==> config.mk <==
export PLATFORM = sky130hd
export DESIGN_NAME = first_fit_heap_allocator_unit
export DESIGN_NICKNAME = d
export VERILOG_FILES = /design/src/design/ffha_pkg.sv /design/src/design/ffha_cell.sv /design/src/design/ffha_ctrl.sv /design/src/design/first_fit_heap_allocator_unit.sv
export SDC_FILE = /design/constraint.sdc
export NUM_CORES = 2
export LEC_CHECK = 0
export BUFFER_PORTS_ARGS = -buffer_cell sky130_fd_sc_hd__buf_4
export CAP_MARGIN = 25
export CELL_PAD_IN_SITES_DETAIL_PLACEMENT = 1
export CELL_PAD_IN_SITES_GLOBAL_PLACEMENT = 1
export CORE_MARGIN = 4
export CORE_UTILIZATION = 30
export CTS_CLUSTER_SIZE = 20
export DETAILED_ROUTE_END_ITERATION = 8
export GPL_TIMING_DRIVEN = 0
export MAX_ROUTING_LAYER = met4
export PLACE_DENSITY_LB_ADDON = 0.1
export SYNTH_ARGS = -nofsm -noshare
export SYNTH_HDL_FRONTEND = slang
export SYNTH_SLANG_ARGS = --single-unit
==> constraint.sdc <==
create_clock -name clk -period 18.2 [get_ports clk]
set_input_delay 1.82 -clock clk [delete_from_list [all_inputs] [get_ports clk]]
set_output_delay 1.82 -clock clk [all_outputs]
set_load 0.005 [all_outputs]
==> src/design/ffha_pkg.sv <==
package ffha_pkg;

  // Default sizing of the heap and of the block table.
  localparam int unsigned DEF_HEAP_BYTES   = 1024;
  localparam int unsigned DEF_HEADER_BYTES = 24;
  localparam int unsigned DEF_ARRAY_LIMIT  = 1000;
  localparam int unsigned DEF_MAX_BLOCKS   = 64;

  // Fixed widths of the request and result fields.
  localparam int unsigned OPC_W  = 2;
  localparam int unsigned ADDR_W = 10;
  localparam int unsigned LEN_W  = 16;
  localparam int unsigned STAT_W = 2;

  typedef enum logic [OPC_W-1:0] {
    OP_ALLOC  = 2'd0,
    OP_FREE   = 2'd1,
    OP_ARRAY  = 2'd2,
    OP_RESIZE = 2'd3
  } opcode_t;

  typedef enum logic [STAT_W-1:0] {
    ST_OK      = 2'd0,
    ST_NOMEM   = 2'd1,
    ST_NOBLOCK = 2'd2
  } status_t;

  // Command broadcast along the row of cells.
  typedef enum logic [2:0] {
    CELL_HOLD,
    CELL_ROT,
    CELL_INS,
    CELL_REM,
    CELL_WR
  } cell_op_t;

  typedef struct packed {
    cell_op_t op;
    logic     w0_en;
    logic     w0_free;
    logic     w1_en;
    logic     w1_free;
  } cell_ctl_t;

endpackage

==> src/design/ffha_cell.sv <==
// One entry of the block table. The row rotates left to bring each entry
// to the window at cell zero, and opens or closes a slot behind the window.
module ffha_cell #(
  parameter int unsigned AW        = 11,
  parameter int unsigned LW        = 7,
  parameter int unsigned IDX       = 0,
  parameter int unsigned RST_BYTES = 0,
  parameter bit          RST_FREE  = 1'b0
) (
  input  logic                clk,
  input  logic                rst_n,
  input  ffha_pkg::cell_ctl_t ctl,
  input  logic [LW-1:0]       lim,
  input  logic [AW-1:0]       w0_bytes,
  input  logic [AW-1:0]       w1_bytes,
  input  logic [AW-1:0]       left_bytes,
  input  logic                left_free,
  input  logic [AW-1:0]       right_bytes,
  input  logic                right_free,
  output logic [AW-1:0]       bytes_o,
  output logic                free_o
);

  localparam logic [LW-1:0] MY_IDX = LW'(IDX);

  logic [AW-1:0] bytes_r, bytes_nxt;
  logic          free_r, free_nxt;

  always_comb begin
    bytes_nxt = bytes_r;
    free_nxt  = free_r;
    case (ctl.op)
      ffha_pkg::CELL_ROT: begin
        bytes_nxt = right_bytes;
        free_nxt  = right_free;
      end
      ffha_pkg::CELL_INS: begin
        if (IDX == 0) begin
          if (ctl.w0_en) begin
            bytes_nxt = w0_bytes;
            free_nxt  = ctl.w0_free;
          end
        end else if (IDX == 1) begin
          bytes_nxt = w1_bytes;
          free_nxt  = ctl.w1_free;
        end else if (MY_IDX <= lim) begin
          bytes_nxt = left_bytes;
          free_nxt  = left_free;
        end
      end
      ffha_pkg::CELL_REM: begin
        if (IDX == 0) begin
          if (ctl.w0_en) begin
            bytes_nxt = w0_bytes;
            free_nxt  = ctl.w0_free;
          end
        end else if (MY_IDX == lim) begin
          bytes_nxt = '0;
          free_nxt  = 1'b0;
        end else if (MY_IDX < lim) begin
          bytes_nxt = right_bytes;
          free_nxt  = right_free;
        end
      end
      ffha_pkg::CELL_WR: begin
        if (IDX == 0 && ctl.w0_en) begin
          bytes_nxt = w0_bytes;
          free_nxt  = ctl.w0_free;
        end else if (IDX == 1 && ctl.w1_en) begin
          bytes_nxt = w1_bytes;
          free_nxt  = ctl.w1_free;
        end
      end
      default: begin
        bytes_nxt = bytes_r;
        free_nxt  = free_r;
      end
    endcase
  end

  always_ff @(posedge clk) begin
    if (!rst_n) begin
      bytes_r <= AW'(RST_BYTES);
      free_r  <= RST_FREE;
    end else begin
      bytes_r <= bytes_nxt;
      free_r  <= free_nxt;
    end
  end

  assign bytes_o = bytes_r;
  assign free_o  = free_r;

endmodule

==> src/design/ffha_ctrl.sv <==
// Request sequencer. Each pass rotates the row once round, looking at the
// window (cell zero) and its neighbour (cell one).
module ffha_ctrl #(
  parameter int unsigned HEAP_BYTES   = ffha_pkg::DEF_HEAP_BYTES,
  parameter int unsigned HEADER_BYTES = ffha_pkg::DEF_HEADER_BYTES,
  parameter int unsigned ARRAY_LIMIT  = ffha_pkg::DEF_ARRAY_LIMIT,
  parameter int unsigned MAX_BLOCKS   = ffha_pkg::DEF_MAX_BLOCKS,
  parameter int unsigned AW           = 11,
  parameter int unsigned LW           = 7
) (
  input  logic                          clk,
  input  logic                          rst_n,
  input  logic                          in_valid,
  output logic                          in_stall,
  input  logic [ffha_pkg::OPC_W-1:0]    in_opcode,
  input  logic [ffha_pkg::ADDR_W-1:0]   in_address,
  input  logic [ffha_pkg::LEN_W-1:0]    in_length,
  input  logic [ffha_pkg::LEN_W-1:0]    in_count,
  output logic                          out_valid,
  input  logic                          out_stall,
  output logic [ffha_pkg::STAT_W-1:0]   out_status,
  output logic [ffha_pkg::ADDR_W-1:0]   out_result_address,
  output logic                          out_moved,
  output logic [ffha_pkg::ADDR_W-1:0]   out_copy_length,
  output logic [ffha_pkg::ADDR_W-1:0]   out_zero_length,
  input  logic [AW-1:0]                 c0_bytes,
  input  logic                          c0_free,
  input  logic [AW-1:0]                 c1_bytes,
  input  logic                          c1_free,
  output ffha_pkg::cell_ctl_t           ctl,
  output logic [AW-1:0]                 w0_bytes,
  output logic [AW-1:0]                 w1_bytes,
  output logic [LW-1:0]                 lim
);

  localparam int unsigned LEN_W = ffha_pkg::LEN_W;
  localparam int unsigned CW    = (AW > LEN_W ? AW : LEN_W) + 2;
  localparam logic [CW-1:0] HC  = CW'(HEADER_BYTES);
  localparam logic [AW-1:0] HA  = AW'(HEADER_BYTES);

  typedef enum logic [1:0] {S_IDLE, S_DISP, S_PASS, S_FIN} state_t;
  typedef enum logic [1:0] {K_ALLOC, K_REL, K_RSZ} kind_t;

  state_t                        state_r;
  kind_t                         kind_r;
  ffha_pkg::opcode_t             op_r;
  ffha_pkg::status_t             st_r;
  logic [ffha_pkg::ADDR_W-1:0]   addr_r;
  logic [LEN_W-1:0]              len_r;
  logic [LEN_W-1:0]              zero_r;
  logic [2*LEN_W-1:0]            prod_r;
  logic                          mv_r, done_r;
  logic [AW-1:0]                 old_r, res_r, off_r;
  logic [LW-1:0]                 rot_r, count_r;
  logic                          out_valid_r, out_moved_r;
  logic [ffha_pkg::STAT_W-1:0]   out_status_r;
  logic [ffha_pkg::ADDR_W-1:0]   out_res_r, out_copy_r, out_zero_r;

  // Window view.
  logic          v0, v1, room, on_addr0, on_addr1;
  logic [CW-1:0] b0c, b1c, lenc, totc;
  logic [AW-1:0] off1;

  // Step decision.
  logic              act, rotate, last, act_hit, act_mv, cnt_inc, cnt_dec;
  ffha_pkg::status_t act_st;
  logic [AW-1:0]     act_res;

  assign v0       = rot_r < count_r;
  assign v1       = ({1'b0, rot_r} + 1'b1) < {1'b0, count_r};
  assign room     = count_r < LW'(MAX_BLOCKS);
  assign b0c      = CW'(c0_bytes);
  assign b1c      = CW'(c1_bytes);
  assign lenc     = CW'(len_r);
  assign totc     = b0c + b1c + HC;
  assign off1     = off_r + HA + c0_bytes;
  assign on_addr0 = CW'(off_r) == CW'(addr_r);
  assign on_addr1 = CW'(off1) == CW'(addr_r);

  always_comb begin
    ctl      = '{op: ffha_pkg::CELL_HOLD, w0_en: 1'b0, w0_free: 1'b0,
                 w1_en: 1'b0, w1_free: 1'b0};
    w0_bytes = '0;
    w1_bytes = '0;
    lim      = '0;
    act      = 1'b0;
    act_hit  = 1'b0;
    act_mv   = 1'b0;
    act_st   = ffha_pkg::ST_OK;
    act_res  = '0;
    cnt_inc  = 1'b0;
    cnt_dec  = 1'b0;
    rotate   = 1'b0;
    if (state_r == S_PASS) begin
      if (!done_r) begin
        case (kind_r)
          K_ALLOC: begin
            if (v0 && c0_free) begin
              if (len_r == '0) begin
                if (b0c > HC + 1'b1) begin
                  act         = 1'b1;
                  act_hit     = 1'b1;
                  act_res     = off_r;
                  cnt_inc     = 1'b1;
                  ctl.op      = ffha_pkg::CELL_INS;
                  ctl.w0_en   = 1'b1;
                  ctl.w1_free = 1'b1;
                  w1_bytes    = AW'(b0c - HC);
                  lim         = count_r - rot_r;
                end
              end else if (b0c >= lenc) begin
                act       = 1'b1;
                act_hit   = 1'b1;
                act_res   = off_r;
                ctl.w0_en = 1'b1;
                if (room && b0c >= lenc + HC + 1'b1) begin
                  cnt_inc     = 1'b1;
                  ctl.op      = ffha_pkg::CELL_INS;
                  ctl.w1_free = 1'b1;
                  w0_bytes    = AW'(len_r);
                  w1_bytes    = AW'(b0c - lenc - HC);
                  lim         = count_r - rot_r;
                end else begin
                  ctl.op   = ffha_pkg::CELL_WR;
                  w0_bytes = c0_bytes;
                end
              end
            end
          end
          K_REL: begin
            // The target is marked one step ahead so that it can still merge
            // with the block in the window.
            if (v0 && on_addr0) begin
              act = 1'b1;
              if (c0_free) begin
                act_st = ffha_pkg::ST_NOBLOCK;
              end else begin
                ctl.op      = ffha_pkg::CELL_WR;
                ctl.w0_en   = 1'b1;
                ctl.w0_free = 1'b1;
                w0_bytes    = c0_bytes;
              end
            end else if (v1 && on_addr1) begin
              act = 1'b1;
              if (c1_free) begin
                act_st = ffha_pkg::ST_NOBLOCK;
              end else begin
                ctl.op      = ffha_pkg::CELL_WR;
                ctl.w1_en   = 1'b1;
                ctl.w1_free = 1'b1;
                w1_bytes    = c1_bytes;
              end
            end
          end
          K_RSZ: begin
            if (v0 && on_addr0) begin
              act = 1'b1;
              if (c0_free) begin
                act_st = ffha_pkg::ST_NOBLOCK;
              end else if (lenc <= b0c) begin
                act_res = AW'(addr_r);
                if (room && (b0c - lenc) >= HC + 1'b1) begin
                  cnt_inc     = 1'b1;
                  ctl.op      = ffha_pkg::CELL_INS;
                  ctl.w0_en   = 1'b1;
                  ctl.w1_free = 1'b1;
                  w0_bytes    = AW'(len_r);
                  w1_bytes    = AW'(b0c - lenc - HC);
                  lim         = count_r - rot_r;
                end
              end else if (v1 && c1_free && totc >= lenc) begin
                act_res   = AW'(addr_r);
                ctl.w0_en = 1'b1;
                if (totc >= lenc + HC + 1'b1) begin
                  ctl.op      = ffha_pkg::CELL_WR;
                  ctl.w1_en   = 1'b1;
                  ctl.w1_free = 1'b1;
                  w0_bytes    = AW'(len_r);
                  w1_bytes    = AW'(totc - lenc - HC);
                end else begin
                  cnt_dec  = 1'b1;
                  ctl.op   = ffha_pkg::CELL_REM;
                  w0_bytes = AW'(totc);
                  lim      = count_r - rot_r - 1'b1;
                end
              end else begin
                act_mv = 1'b1;
              end
            end
          end
          default: act = 1'b0;
        endcase
      end
      if (!act) begin
        if (v1 && c0_free && c1_free) begin
          cnt_dec     = 1'b1;
          ctl.op      = ffha_pkg::CELL_REM;
          ctl.w0_en   = 1'b1;
          ctl.w0_free = 1'b1;
          w0_bytes    = AW'(totc);
          lim         = count_r - rot_r - 1'b1;
        end else begin
          rotate = 1'b1;
          ctl.op = ffha_pkg::CELL_ROT;
        end
      end
    end
  end

  assign last = rotate && (rot_r == LW'(MAX_BLOCKS - 1));

  always_ff @(posedge clk) begin
    if (!rst_n) begin
      state_r     <= S_IDLE;
      out_valid_r <= 1'b0;
      count_r     <= LW'(1);
      rot_r       <= '0;
      done_r      <= 1'b0;
      mv_r        <= 1'b0;
      kind_r      <= K_ALLOC;
      st_r        <= ffha_pkg::ST_OK;
    end else begin
      if (out_valid_r && !out_stall && state_r != S_FIN) begin
        out_valid_r <= 1'b0;
      end
      unique case (state_r)
        S_IDLE: begin
          if (in_valid) begin
            op_r    <= ffha_pkg::opcode_t'(in_opcode);
            addr_r  <= in_address;
            len_r   <= in_length;
            prod_r  <= in_length * in_count;
            state_r <= S_DISP;
          end
        end
        S_DISP: begin
          st_r   <= ffha_pkg::ST_OK;
          res_r  <= '0;
          mv_r   <= 1'b0;
          zero_r <= '0;
          rot_r  <= '0;
          off_r  <= HA;
          done_r <= 1'b0;
          unique case (op_r)
            ffha_pkg::OP_FREE: begin
              kind_r  <= K_REL;
              state_r <= (addr_r == '0) ? S_FIN : S_PASS;
            end
            ffha_pkg::OP_ARRAY: begin
              kind_r <= K_ALLOC;
              if (prod_r == '0) begin
                len_r <= '0;
                if (room) begin
                  state_r <= S_PASS;
                end else begin
                  st_r    <= ffha_pkg::ST_NOMEM;
                  state_r <= S_FIN;
                end
              end else if (prod_r > (2*LEN_W)'(ARRAY_LIMIT)) begin
                st_r    <= ffha_pkg::ST_NOMEM;
                state_r <= S_FIN;
              end else begin
                len_r   <= prod_r[LEN_W-1:0];
                zero_r  <= prod_r[LEN_W-1:0];
                state_r <= S_PASS;
              end
            end
            ffha_pkg::OP_RESIZE: begin
              if (addr_r == '0) begin
                kind_r <= K_ALLOC;
                if (len_r == '0 && !room) begin
                  st_r    <= ffha_pkg::ST_NOMEM;
                  state_r <= S_FIN;
                end else begin
                  state_r <= S_PASS;
                end
              end else begin
                kind_r  <= (len_r == '0) ? K_REL : K_RSZ;
                state_r <= S_PASS;
              end
            end
            default: begin
              kind_r <= K_ALLOC;
              if (len_r == '0 && !room) begin
                st_r    <= ffha_pkg::ST_NOMEM;
                state_r <= S_FIN;
              end else begin
                state_r <= S_PASS;
              end
            end
          endcase
        end
        S_PASS: begin
          if (act) begin
            done_r <= 1'b1;
            if (act_st != ffha_pkg::ST_OK) begin
              st_r <= act_st;
            end
            if (act_hit || (kind_r == K_RSZ && !act_mv && !c0_free)) begin
              res_r <= act_res;
            end
            if (act_mv) begin
              mv_r  <= 1'b1;
              old_r <= c0_bytes;
            end
          end
          if (cnt_inc) begin
            count_r <= count_r + 1'b1;
          end else if (cnt_dec) begin
            count_r <= count_r - 1'b1;
          end
          if (rotate && !last) begin
            rot_r <= rot_r + 1'b1;
            if (v0) begin
              off_r <= off1;
            end
          end
          if (last) begin
            rot_r  <= '0;
            off_r  <= HA;
            done_r <= 1'b0;
            case (kind_r)
              K_ALLOC: begin
                if (done_r && mv_r) begin
                  kind_r <= K_REL;
                end else begin
                  state_r <= S_FIN;
                  if (!done_r) begin
                    st_r  <= ffha_pkg::ST_NOMEM;
                    res_r <= '0;
                    mv_r  <= 1'b0;
                  end
                end
              end
              K_RSZ: begin
                if (mv_r) begin
                  kind_r <= K_ALLOC;
                end else begin
                  state_r <= S_FIN;
                  if (!done_r) begin
                    st_r <= ffha_pkg::ST_NOBLOCK;
                  end
                end
              end
              default: begin
                state_r <= S_FIN;
                if (!done_r) begin
                  st_r <= ffha_pkg::ST_NOBLOCK;
                end
              end
            endcase
          end
        end
        S_FIN: begin
          if (!out_valid_r || !out_stall) begin
            out_valid_r  <= 1'b1;
            out_status_r <= st_r;
            out_res_r    <= (st_r == ffha_pkg::ST_OK) ? res_r[ffha_pkg::ADDR_W-1:0] : '0;
            out_moved_r  <= mv_r && (st_r == ffha_pkg::ST_OK);
            out_copy_r   <= (mv_r && st_r == ffha_pkg::ST_OK) ?
                            old_r[ffha_pkg::ADDR_W-1:0] : '0;
            out_zero_r   <= (op_r == ffha_pkg::OP_ARRAY && st_r == ffha_pkg::ST_OK) ?
                            zero_r[ffha_pkg::ADDR_W-1:0] : '0;
            state_r      <= S_IDLE;
          end
        end
        default: state_r <= S_IDLE;
      endcase
    end
  end

  assign in_stall           = state_r != S_IDLE;
  assign out_valid          = out_valid_r;
  assign out_status         = out_status_r;
  assign out_result_address = out_res_r;
  assign out_moved          = out_moved_r;
  assign out_copy_length    = out_copy_r;
  assign out_zero_length    = out_zero_r;

endmodule

==> src/design/first_fit_heap_allocator_unit.sv <==
// Channel  | Direction | Handshake          | Payload
// request  | in        | in_valid/in_stall  | in_opcode, in_address, in_length, in_count
// result   | out       | out_valid/out_stall| out_status, out_result_address, out_moved,
//          |           |                    | out_copy_length, out_zero_length
//
// A request is decoded and then makes one pass of MAX_BLOCKS rotations of
// the cell row, and the row holds its rotation for each split, merge or
// update made on the way. A resize that has to move takes three passes; a
// free of null or a request refused at dispatch makes no pass. The passes
// come from the rotating row of table cells. Reset is synchronous and
// active low; it leaves one free block of HEAP_BYTES - HEADER_BYTES bytes.
// A new request is taken while a finished result is still held in the
// output register waiting for its transfer.
//
// The block table lives in a row of cells. In each pass the row rotates
// once round, so that every entry visits the window at cell zero in address
// order; the sequencer keeps the running data offset of the window. Behind
// the window the cells can open a slot (split) or close one (merge or
// absorb), each cell deciding from its own index against the broadcast
// limit. Adjacent free blocks are merged whenever the window sees them.
module first_fit_heap_allocator_unit #(
  parameter int unsigned HEAP_BYTES   = ffha_pkg::DEF_HEAP_BYTES,
  parameter int unsigned HEADER_BYTES = ffha_pkg::DEF_HEADER_BYTES,
  parameter int unsigned ARRAY_LIMIT  = ffha_pkg::DEF_ARRAY_LIMIT,
  parameter int unsigned MAX_BLOCKS   = ffha_pkg::DEF_MAX_BLOCKS
) (
  input  logic                          clk,
  input  logic                          rst_n,
  input  logic                          in_valid,
  output logic                          in_stall,
  input  logic [ffha_pkg::OPC_W-1:0]    in_opcode,
  input  logic [ffha_pkg::ADDR_W-1:0]   in_address,
  input  logic [ffha_pkg::LEN_W-1:0]    in_length,
  input  logic [ffha_pkg::LEN_W-1:0]    in_count,
  output logic                          out_valid,
  input  logic                          out_stall,
  output logic [ffha_pkg::STAT_W-1:0]   out_status,
  output logic [ffha_pkg::ADDR_W-1:0]   out_result_address,
  output logic                          out_moved,
  output logic [ffha_pkg::ADDR_W-1:0]   out_copy_length,
  output logic [ffha_pkg::ADDR_W-1:0]   out_zero_length
);

  // Offsets and block sizes share one width, wide enough for the offset
  // just past the last block.
  localparam int unsigned AW = $clog2(HEAP_BYTES + HEADER_BYTES + 1);
  localparam int unsigned LW = $clog2(MAX_BLOCKS + 1);

  ffha_pkg::cell_ctl_t ctl;
  logic [AW-1:0]       w0_bytes, w1_bytes;
  logic [LW-1:0]       lim;
  logic [AW-1:0]       cell_bytes [MAX_BLOCKS];
  logic                cell_free  [MAX_BLOCKS];

  for (genvar j = 0; j < MAX_BLOCKS; j++) begin : g_cell
    ffha_cell #(
      .AW        (AW),
      .LW        (LW),
      .IDX       (j),
      .RST_BYTES ((j == 0) ? HEAP_BYTES - HEADER_BYTES : 0),
      .RST_FREE  (j == 0)
    ) u_cell (
      .clk         (clk),
      .rst_n       (rst_n),
      .ctl         (ctl),
      .lim         (lim),
      .w0_bytes    (w0_bytes),
      .w1_bytes    (w1_bytes),
      .left_bytes  (cell_bytes[(j + MAX_BLOCKS - 1) % MAX_BLOCKS]),
      .left_free   (cell_free[(j + MAX_BLOCKS - 1) % MAX_BLOCKS]),
      .right_bytes (cell_bytes[(j + 1) % MAX_BLOCKS]),
      .right_free  (cell_free[(j + 1) % MAX_BLOCKS]),
      .bytes_o     (cell_bytes[j]),
      .free_o      (cell_free[j])
    );
  end

  ffha_ctrl #(
    .HEAP_BYTES   (HEAP_BYTES),
    .HEADER_BYTES (HEADER_BYTES),
    .ARRAY_LIMIT  (ARRAY_LIMIT),
    .MAX_BLOCKS   (MAX_BLOCKS),
    .AW           (AW),
    .LW           (LW)
  ) u_ctrl (
    .clk                (clk),
    .rst_n              (rst_n),
    .in_valid           (in_valid),
    .in_stall           (in_stall),
    .in_opcode          (in_opcode),
    .in_address         (in_address),
    .in_length          (in_length),
    .in_count           (in_count),
    .out_valid          (out_valid),
    .out_stall          (out_stall),
    .out_status         (out_status),
    .out_result_address (out_result_address),
    .out_moved          (out_moved),
    .out_copy_length    (out_copy_length),
    .out_zero_length    (out_zero_length),
    .c0_bytes           (cell_bytes[0]),
    .c0_free            (cell_free[0]),
    .c1_bytes           (cell_bytes[1]),
    .c1_free            (cell_free[1]),
    .ctl                (ctl),
    .w0_bytes           (w0_bytes),
    .w1_bytes           (w1_bytes),
    .lim                (lim)
  );

endmodule

==> results.md <==
* Syn-to-layout area delta at 14.44%
* Layout Utilization at 34.65%
* Power share of the sequential group at between 30% and 40%
* R2R Setup Slk at 8.71 ns
* TritonCTS clock tree: done
* List of most frequent post-synthesis cells: 791 x dfxtp_1, 655 x o21ai_0, 576 x nand2_1
* Core Box Area at approximately 180000 µm²
* Minimum clock period at 9.489 ns
* CTS root buf: clkbuf_16
* YS warnings at 0
* Post-synthesis area per instance at about 8.7 µm²
* Top cell type's share of synthesized area at slightly below 30%
* CP Class: flop to flop
* Depth of the CTS H-tree at 3
* Clock network power share at about 22%
* Initial antenna violation count at 17
* WL final at around 250000 µm
* Maxcap violations at 0
* Clk buf depth at 3
* Nets at between 6000 and 7000
* Worst relative slew slack at 19.21%
* Final std cell area, no fill at roughly 63000 µm²
* Hold Fails Final Rpt at 0
* Syn Nets at roughly 6800
* # hold bufs at CTS at 0
* Largest net degree at the start of global routing at 33
* Clock Latency Late Sink at roughly 0.77 ns
* Crit start category: flop
* Arrival time worst endpoint at roughly 10 ns
* Drt first pass iters at 6
* Layout Cells excl Fill at about 9000
* Setup bufs post-CTS at 0
* Final GP Congestion at slightly below 1
* Fmax at around 110 MHz
* Cell count after synthesis at 6275
* Avg WL per Cell at between 20 and 30 µm
* Share of layout cells above drive strength 1 at 7.984%
* Status: complete, no violations
* Post-synth EDFFs at approximately 130
* Input/output buffers at 82
* CP startpoint: g_cell[0].u_cell.bytes_o[3]
* Via-to-Cell Ratio at approximately 5.7
* Post-CTS sizing at 0
* Largest area contributor in the netlist: dfxtp_1
* Most numerous cell in the Yosys netlist: dfxtp_1
* Clock slew at reported path FFs at about 0.060 ns
* CP Capture Type: flop
* Chip height at ~440 µm
* CTS Buf Count at 111
* Top post-synthesis cells by area: dfxtp_1 29%, fa_1 7.4%, edfxtp_1 7.3%, o21ai_0 6.0%, a221oi_1 5.7%
* Sequential-to-total area share from yosys stat at 36.17%
* Die area at 189900 µm²
* Area of the multi-input gates at between 30000 and 40000 µm²
* # fillers at ~21000
* Detailed Place HPWL at around 200000 µm
* Starting Density at 30.28%
* Switching pwr at 0.004580 W
* P per Cell Area at about 170 nW/µm²
* Static Leakage at 23.85 nW
* CTS sink count at about 900
* Worst-Margin Slew at 1.212 ns
* Post-synth cell types at roughly 100
* First-pass GRT wire length at roughly 370000 µm
* CP required at around 19 ns
* Sw Ratio at a little over two fifths
* Mapped cell area at about 55000 µm²
* Internal power at between 0.005 and 0.006 W
* DR vias at 51460
* Total gr overflow at 0
* Layout Skew at between 0.03 and 0.04 ns
* Post-route ant nets at 0
* Tcrit/Tclk final at a little over half
* Hold path startpoint: g_cell[57].u_cell.bytes_o[4]
* VDD IR max at approximately 0.15 mV
* Die W at approximately 440 µm
* GRT Total Usage at 26.50%
* DP Area at approximately 59000 µm²
* RSZ-0062 raised after global routing: no
* Cell total after placement at 8757
* # IOs at just over 80
* Initial detailed-routing violation count at around 4500
* Yosys reg bits at just over 900
* Row cnt at roughly 160
* Top_reg_cell synth: dfxtp_1
* Setup tns final at 0 ns
* Slew Viols, Final at 0
* R2r startpoint: g_cell[0].u_cell.bytes_o[3]
* Post-synth ARST share at 0%
* CP Max Fanout at 12
* Number of global-route vias before repair at approximately 52000
* Worst setup margin at approximately 8.7 ns
* Final setup fails at 0
* Worst slack at placement at 8.423 ns
* # DRC at 0
* Worst hold path type: flop to flop
* Logic pwr share at 45.8%
* Register area at between 15000 and 20000 µm²
[worst max-delay path: stages, from the launching register on]
cell       delay [ns]
dfxtp_1          1.04
inv_1            0.49
ha_1             0.43
inv_1            0.04
ha_1             0.32
nor2b_1          0.16
o2111ai_1        0.23
nand2_1          0.08
nor2_1           0.11
xor2_1           0.42
inv_1            0.14
ha_1             0.34
a2111oi_0        0.37
o21ai_0          0.15
o22ai_1          0.37
a2111oi_0        0.18
o211ai_1         0.45
buf_2            0.34
o2bb2ai_1        0.12
o21ai_1          0.31
nand3b_1         0.35
buf_4            0.32
nor2_1           0.41
nand3_1          0.41
o21ai_0          0.97
clkbuf_1         0.55
a21o_1           0.16
mux2i_1          0.06
[path summary, 6_finish.rpt]
check        cells after the start                            to
max                             27  g_cell[17].u_cell.bytes_o[8]
min                              2  g_cell[56].u_cell.bytes_o[4]
max reg2reg                     27  g_cell[17].u_cell.bytes_o[8]
min reg2reg                      2  g_cell[56].u_cell.bytes_o[4]
[cell type report]
cell class | instances | area share [%]
tap | 2370 | 4.720
clock buffer | 167 | 5.251
clock inverter | 40 | 0.7169
buffer | 478 | 3.178
inverter | 317 | 1.894
sequential | 925 | 31.61
multi-input combinational | 4555 | 50.75
timing repair buffer | 119 | 1.838
antenna | 10 | 0.03983
[power groups by stage]
| stage | combinational, W | sequential (W) | clock [W] |
|---|---|---|---|
| 6_report | 0.00481 | 0.00338 | 0.00232 |
| 5_1_grt | 0.00543 | 0.00344 | 0.00246 |
| 4_1_cts | 0.00482 | 0.00337 | 0.00237 |
| 3_5_place_dp | 0.00478 | 0.00341 | 0 |
| 3_3_place_gp | 0.00465 | 0.00341 | 0 |
| 2_1_floorplan | 0.00338 | 0.00309 | 0 |
[stage by stage]
step	total power, W	hold slack, ns
after floorplan	0.006468	0.4400
final	0.01050	0.4657
after CTS	0.01056	0.4698
after global placement	0.008058	0.4638
after detailed placement	0.008188	0.4674
after global routing	0.01133	0.4975
[per-layer routing]
layer / track usage, % / wire length (µm)
met5: - / 0
met3: 3.974 / 15210
met2: 38.99 / 108100
met4: 7.658 / 7318
met1: 37.60 / 121000
[cells by family after synthesis]
group | after synthesis | share of synthesized area (%)
compound gates | 2110 | 25.92
xor+xnor | 123 | 2.012
fa+ha+maj | 442 | 12.84
buf+inv | 795 | 5.800
flops | 925 | 36.17
mux | 165 | 3.045
simple gates | 1715 | 14.22
[layout by cell type, fill, tap and decap left out, drive strengths merged, types with 197 or more instances in the layout]
cell type,count
inv,319
dfxtp,791
a221oi,359
nand2,579
clkbuf,510
buf,254
nor2,539
fa,202
ha,240
a22oi,197
a21oi,313
o21ai,687
[sequential cells by signal (all words and copies together), names as in the netlist]
| signal | count |
|---|---|
| g_cell.u_cell.bytes_o | 704 |
| g_cell.u_cell.free_o | 64 |
| u_ctrl.addr_r | 10 |
| u_ctrl.count_r | 7 |
| u_ctrl.done_r | 1 |
| u_ctrl.kind_r | 2 |
| u_ctrl.len_r | 16 |
| u_ctrl.mv_r | 1 |
| u_ctrl.off_r | 11 |
| u_ctrl.old_r | 10 |
| u_ctrl.op_r | 2 |
| u_ctrl.out_copy_length | 10 |
| u_ctrl.out_moved | 1 |
| u_ctrl.out_result_address | 10 |
| u_ctrl.out_status | 2 |
| u_ctrl.out_valid | 1 |
| u_ctrl.out_zero_length | 10 |
| u_ctrl.prod_r | 32 |
| u_ctrl.res_r | 10 |
| u_ctrl.rot_r | 7 |
| u_ctrl.st_r | 2 |
| u_ctrl.state_r | 2 |
| u_ctrl.zero_r | 10 |
Power figures use the tool's default switching activity.
